[src/rtl/grwi_pkg.sv]
`timescale 1ns / 1ps
package grwi_pkg;

  localparam int MAP_DIM     = 64;
  localparam int TILE_PIXELS = 64;
  localparam int ANGLE_BITS  = 12;
  localparam int FRAC_BITS   = 8;

  localparam int CELL_W     = $clog2(MAP_DIM);
  localparam int MAP_AW     = 2 * CELL_W;
  localparam int MAP_DEPTH  = MAP_DIM * MAP_DIM;
  localparam int TILE_SHIFT = $clog2(TILE_PIXELS) + FRAC_BITS;
  localparam int TQ         = TILE_PIXELS << FRAC_BITS;
  localparam int PX1        = 1 << FRAC_BITS;
  localparam int MAG_W      = TILE_SHIFT + 1;
  localparam int SIN_W      = 31;
  localparam int QA_W       = ANGLE_BITS - 1;
  localparam int QUARTER    = 1 << (ANGLE_BITS - 2);
  localparam int PROD_W     = MAG_W + SIN_W;
  localparam int RATIO_W    = 41;
  localparam int COORD_W    = 44;
  localparam int PLAYER_W   = 21;
  localparam int DIM_W      = 7;
  localparam int OUT_W      = 24;
  localparam int CNT_W      = $clog2(PROD_W + 1);

  localparam longint unsigned PI_Q30 = 64'd3373259426;

  // register indexes on the configuration port
  localparam logic [1:0] REG_PLAYER_X   = 2'd0;
  localparam logic [1:0] REG_PLAYER_Y   = 2'd1;
  localparam logic [1:0] REG_MAP_WIDTH  = 2'd2;
  localparam logic [1:0] REG_MAP_HEIGHT = 2'd3;

  // input item kinds
  localparam logic KIND_WRITE = 1'b0;
  localparam logic KIND_CAST  = 1'b1;

  typedef enum logic [3:0] {
    ST_CLEAR,
    ST_IDLE,
    ST_SIN_S,
    ST_SIN_C,
    ST_SIN_W,
    ST_SETUP,
    ST_DIV_OFS,
    ST_DIV_STEP,
    ST_CHECK,
    ST_READ,
    ST_DONE
  } st_t;

  typedef logic [SIN_W-1:0] sin_tab_t [0:(1<<QA_W)-1];

  // shift-subtract quotient for the series terms, evaluated at elaboration
  function automatic longint unsigned series_div(longint unsigned n, longint unsigned d);
    longint unsigned quo;
    longint unsigned rem;
    int i;
    quo = '0;
    rem = '0;
    for (i = 63; i >= 0; i--) begin
      rem = {rem[62:0], n[i]};
      if (rem >= d) begin
        rem = rem - d;
        quo[i] = 1'b1;
      end
    end
    return quo;
  endfunction

  // quarter-wave sine in Q30, Taylor series through the x^13 term
  function automatic sin_tab_t build_sin_tab();
    sin_tab_t tab;
    longint unsigned x;
    longint unsigned x2;
    longint unsigned term;
    longint sum;
    int r;
    int k;
    for (r = 0; r < (1 << QA_W); r++) begin
      if (r <= QUARTER) begin
        x = (longint'(r) * PI_Q30) >> (ANGLE_BITS - 1);
        x2 = (x * x) >> 30;
        term = x;
        sum = longint'(x);
        for (k = 1; k <= 6; k++) begin
          term = series_div((term * x2) >> 30, 64'((2 * k) * (2 * k + 1)));
          if (k[0]) sum = sum - longint'(term);
          else sum = sum + longint'(term);
        end
        if (sum < 0) sum = 0;
        if (sum > (longint'(1) << 30)) sum = longint'(1) << 30;
        tab[r] = SIN_W'(sum);
      end else begin
        tab[r] = '0;
      end
    end
    return tab;
  endfunction

endpackage

[src/rtl/grwi_div.sv]
`timescale 1ns / 1ps
module grwi_div import grwi_pkg::*; (
  input  logic               clk,
  input  logic               rst,
  input  logic               start,
  input  logic [MAG_W-1:0]   mag,
  input  logic [SIN_W-1:0]   num,
  input  logic [SIN_W-1:0]   den,
  output logic               done,
  output logic [RATIO_W-1:0] quot
);

  localparam logic [PROD_W-1:0] RATIO_LIM = PROD_W'(1) << (RATIO_W - 1);

  logic [PROD_W-1:0] prod;
  logic [PROD_W-1:0] q_acc;
  logic [SIN_W-1:0]  rem;
  logic [SIN_W-1:0]  den_r;
  logic [CNT_W-1:0]  cnt;
  logic              running;
  logic [SIN_W:0]    rem_sh;
  logic              ge;

  // one restoring step: bring down the next product bit
  always_comb begin
    rem_sh = {rem, prod[PROD_W-1]};
    ge = rem_sh >= {1'b0, den_r};
  end

  // control: count quotient bits, pulse done after the last one
  always_ff @(posedge clk) begin
    if (rst) begin
      running <= 1'b0;
      done <= 1'b0;
      cnt <= '0;
    end else begin
      done <= running && (cnt == CNT_W'(1));
      if (start) begin
        running <= 1'b1;
        cnt <= CNT_W'(PROD_W);
      end else if (running) begin
        cnt <= cnt - CNT_W'(1);
        if (cnt == CNT_W'(1)) running <= 1'b0;
      end
    end
  end

  // datapath: multiply once, then shift out one quotient bit per cycle
  always_ff @(posedge clk) begin
    if (start) begin
      prod <= PROD_W'(mag) * PROD_W'(num);
      den_r <= den;
      rem <= '0;
      q_acc <= '0;
    end else if (running) begin
      prod <= {prod[PROD_W-2:0], 1'b0};
      rem <= ge ? SIN_W'(rem_sh - {1'b0, den_r}) : rem_sh[SIN_W-1:0];
      q_acc <= {q_acc[PROD_W-2:0], ge};
    end
  end

  // clamp the ratio
  assign quot = (q_acc > RATIO_LIM) ? RATIO_LIM[RATIO_W-1:0] : q_acc[RATIO_W-1:0];

endmodule

[config.mk]
export PLATFORM = sky130hd
export DESIGN_NAME = grwi_div
export DESIGN_NICKNAME = d
export VERILOG_FILES = /design/src/rtl/grwi_pkg.sv /design/src/rtl/grwi_div.sv
export SDC_FILE = /design/constraint.sdc
export NUM_CORES = 1
export LEC_CHECK = 0
export BUFFER_PORTS_ARGS = -buffer_cell sky130_fd_sc_hd__buf_2
export CORE_UTILIZATION = 38
export CTS_CLUSTER_SIZE = 16
export DETAILED_ROUTE_END_ITERATION = 12
export GPL_TIMING_DRIVEN = 0
export PLACE_DENSITY_LB_ADDON = 0.1
export SLEW_MARGIN = 20
export SYNTH_ARGS = -nofsm -noshare
export SYNTH_HDL_FRONTEND = slang
export SYNTH_SLANG_ARGS = --single-unit
[constraint.sdc]
create_clock -name clk -period 9.5 [get_ports clk]
set_input_delay 0.95 -clock clk [delete_from_list [all_inputs] [get_ports clk]]
set_output_delay 0.95 -clock clk [all_outputs]
set_load 0.005 [all_outputs]
==> results by group <==
CTS
  – CTS Hold Buffers Added: 0
  – Num CTS Buffers: 17
  – Clock Sinks: 162
  – TritonCTS clock tree: yes
  – H-Tree Depth: 4
  – CTS Buffer Depth: 2
  – Post-CTS Setup Bufs: 0
  – Worst-path clk slew: 70 ps
  – Root Buffer: clkbuf_16
  – Worst skew pair latency: 440 ps
  – Resized cells post-CTS: 0

Synth
  – Syn_area_per_cell: 9.03 um2
  – Top post-synthesis cells by area: fa_1 32%, edfxtp_1 9.9%, and2_1 8.2%
  – Post-Synthesis Cell Area: 0.0235 mm2
  – Post-synthesis async set-or-reset flop share: 0%
  – Yosys top cell by area: fa_1
  – Gate Count Post-Synth: 2598
  – Share of the synthesized area in the top cell type: 32.1%
  – Ys flop type: dfxtp_1
  – YS warnings: 0
  – Synthesized Nets: 3197
  – Post-synth cell types: 82
  – Number of synthesized flops with an enable pin: 77
  – FF+latch count, synth: 162
  – Seq/Total Area, Yosys: 17.1%

Critical path
  – Worst path bufs/invs: 6
  – CP peak stage delay: 680 ps
  – Reg-to-Reg Start: den_r[0]$_DFFE_PP_
  – Max FO, Critical Path: 10
  – CP delay by family, top: adder cells
  – Reg2reg path depth: 11
  – CP dominant cell by count: fa_1
  – Slowest cell on the critical path: o31ai_1
  – Worst endpoint required time: 9670 ps
  – Worst r2r dst: rem[19]$_SDFFE_PP0P_
  – WS Path Type: input port to register
  – CP arrival: 8050 ps
  – Crit-path cells: buf_2 > clkbuf_1 > nand2_1 > fa_1 > fa_1 > inv_1 > fa_1 > fa_1 > fa_1 > inv_1 > fa_1 > inv_1 > ha_1 > buf_2 > a21oi_1 > o21a_1 > o221a_2 > o2bb2ai_1 > o31ai_1 > o21ai_0 > xor2_1 > mux2_2
  – CP Launch Type: input port
  – CP endpoint kind: register
  – R2r setup slk: 5820 ps

Timing
  – Setup violations, final: 0
  – Rel. slew slack: 32.0%
  – Fmax achieved: 127 MHz
  – Tmin final: 7870 ps
  – Slew Viols, Final: 0
  – Setup TNS: 0 ps
  – Crit share post-route: 82.9%
  – Slew @ Worst Pin: 1020 ps
  – RSZ-0062 raised after global routing: no
  – Hold Vio Cnt, Final: 0
  – Clk_skew: 17.1 ps

Run status
  – Outcome: completed

GRT
  – Largest net degree at the start of global routing: 35
  – Grt ovf: 0
  – Total track usage: 22.3%
  – First-pass GRT wire length: 108000 um
  – Vias in the first global route: 19155
  – Initial antenna violation count: 5

Drt
  – Vias: 18081
  – Post-Route WL: 67700 um
  – TritonRoute pass-1 iters: 6
  – Mean routed wirelength per cell: 19.1 um
  – Via-to-Cell Ratio: 5.11
  – DRT iter0 DRCs: 1045
  – DRC: 0
  – ANT nets after route: 0

Finish
  – Final #Nets: 3337
  – Commonest non-fill, non-tap cell in the layout: inv_1
  – Area growth, synth to finish: 9.39%
  – Most frequent cells in the layout: 465 x inv_1, 376 x fa_1, 308 x nand2_1, 307 x and2_1, 143 x ha_1
  – Layout cells sized above 1: 8.03%

Placement
  – Gp weighted congestion: 0.896
  – HPWL after DPL: 55800 um
  – I/O Buffers: 120

Worst hold path
  – Hold Startpoint: rem[29]$_SDFFE_PP0P_
  – Hold path cells: 2
  – Worst hold endpoint: rem[29]$_SDFFE_PP0P_
  – Worst min-delay path class: register to register

Die
  – Chip Width: 250 um
  – I/O pin cnt: 122
  – Die ar.: 0.0627 mm2
  – Die Span Y: 250 um
  – Initial Util: 38.7%
  – Rows: 90
  – Core Area: 0.0607 mm2

Flow run
  – MaxCap Viol Count: 0
-- registers in the layout, indices dropped and copies added, names as in the netlist --
register,flops
den_r,31
cnt,6
q_acc,46
running,1
prod,46
done,1
rem,31
-- cells in the mapped netlist, types with 18 or more instances --
cell type,n
edfxtp_1,77
nand3_1,29
nor3_1,21
a21oi_1,85
a21o_1,33
nor2_1,115
xor2_1,18
inv_1,466
o21ai_0,46
ha_1,143
a311oi_1,20
and2_1,307
nand2_1,308
clkbuf_1,116
dfxtp_1,85
fa_1,376
mux2_2,30
xnor2_1,41
mux2i_1,47
-- cell type report --
class	count	area [um2]
multi-input cells	1832	17100
plain buffers	138	554
fillers	6108	35000
well taps	782	978
diodes	2	5.00
repair buffers	121	621
clock buffers	17	425
inverters	466	1750
clock inverters	15	173
flip-flops and latches	162	4010
-- cells by family (layout without fill, tap and decap cells) --
family | Yosys count | after routing | synth area share, %
and+or+nand+nor | 867 | 867 | 18.5
buffers and inverters | 604 | 757 | 9.82
adders and majority gates | 519 | 519 | 39.7
AOI/OAI and AO/OA | 309 | 309 | 9.12
DFF | 162 | 162 | 17.1
muxes | 78 | 78 | 3.49
xor gates and xnor gates | 59 | 59 | 2.20
other | 0 | 2 | 0
-- worst max-delay path by stage --
stage            from                  to  slack (ps)  cells past startpoint
3_3_place_gp   mag[6]  prod[33]$_DFFE_PP_        1290                     21
5_1_grt        mag[6]  prod[33]$_DFFE_PP_        1400                     21
4_1_cts        mag[6]  prod[33]$_DFFE_PP_        1730                     21
3_5_place_dp   mag[6]  prod[33]$_DFFE_PP_        1270                     21
6_report       mag[6]  prod[33]$_DFFE_PP_        1630                     22
2_1_floorplan  mag[3]  prod[33]$_DFFE_PP_        2610                     23
-- worst reg2reg max path: cells and delay by family (launching register included) --
kind | cells | cell delay (ps)
adders and majority gates | 2 | 620
AOI/OAI and AO/OA | 5 | 1430
buffers and inverters | 1 | 580
DFF | 1 | 430
and+or+nand+nor | 3 | 530
-- through the flow --
| stage | cells | setup WS, ps | cell area (um2) | utilization (%) | hold WS, ps |
|---|---|---|---|---|---|
| 2_1_floorplan | 2598 | 2610 | 23500 | - | 447 |
| 5_1_grt | 3533 | 1400 | 25700 | 42.3 | 521 |
| 6_report | 3535 | 1630 | 25700 | 42.3 | 491 |
| 3_3_place_gp | 3500 | 1290 | 25000 | 41.3 | 470 |
| 4_1_cts | 3533 | 1730 | 25700 | 42.3 | 494 |
| 3_5_place_dp | 3501 | 1270 | 25100 | 41.3 | 481 |
-- metal layers --
metal	vias up	global-route usage [%]	wire (um)
li1	8465	-	-
met1	9054	30.0	29500
met2	488	37.2	32300
met3	74	3.15	4280
met4	0	6.12	1600
met5	-	0	0
Power is left out: the tool's default activity adds up to more than one toggle a clock period on the data nets, which glitch-free logic cannot reach.
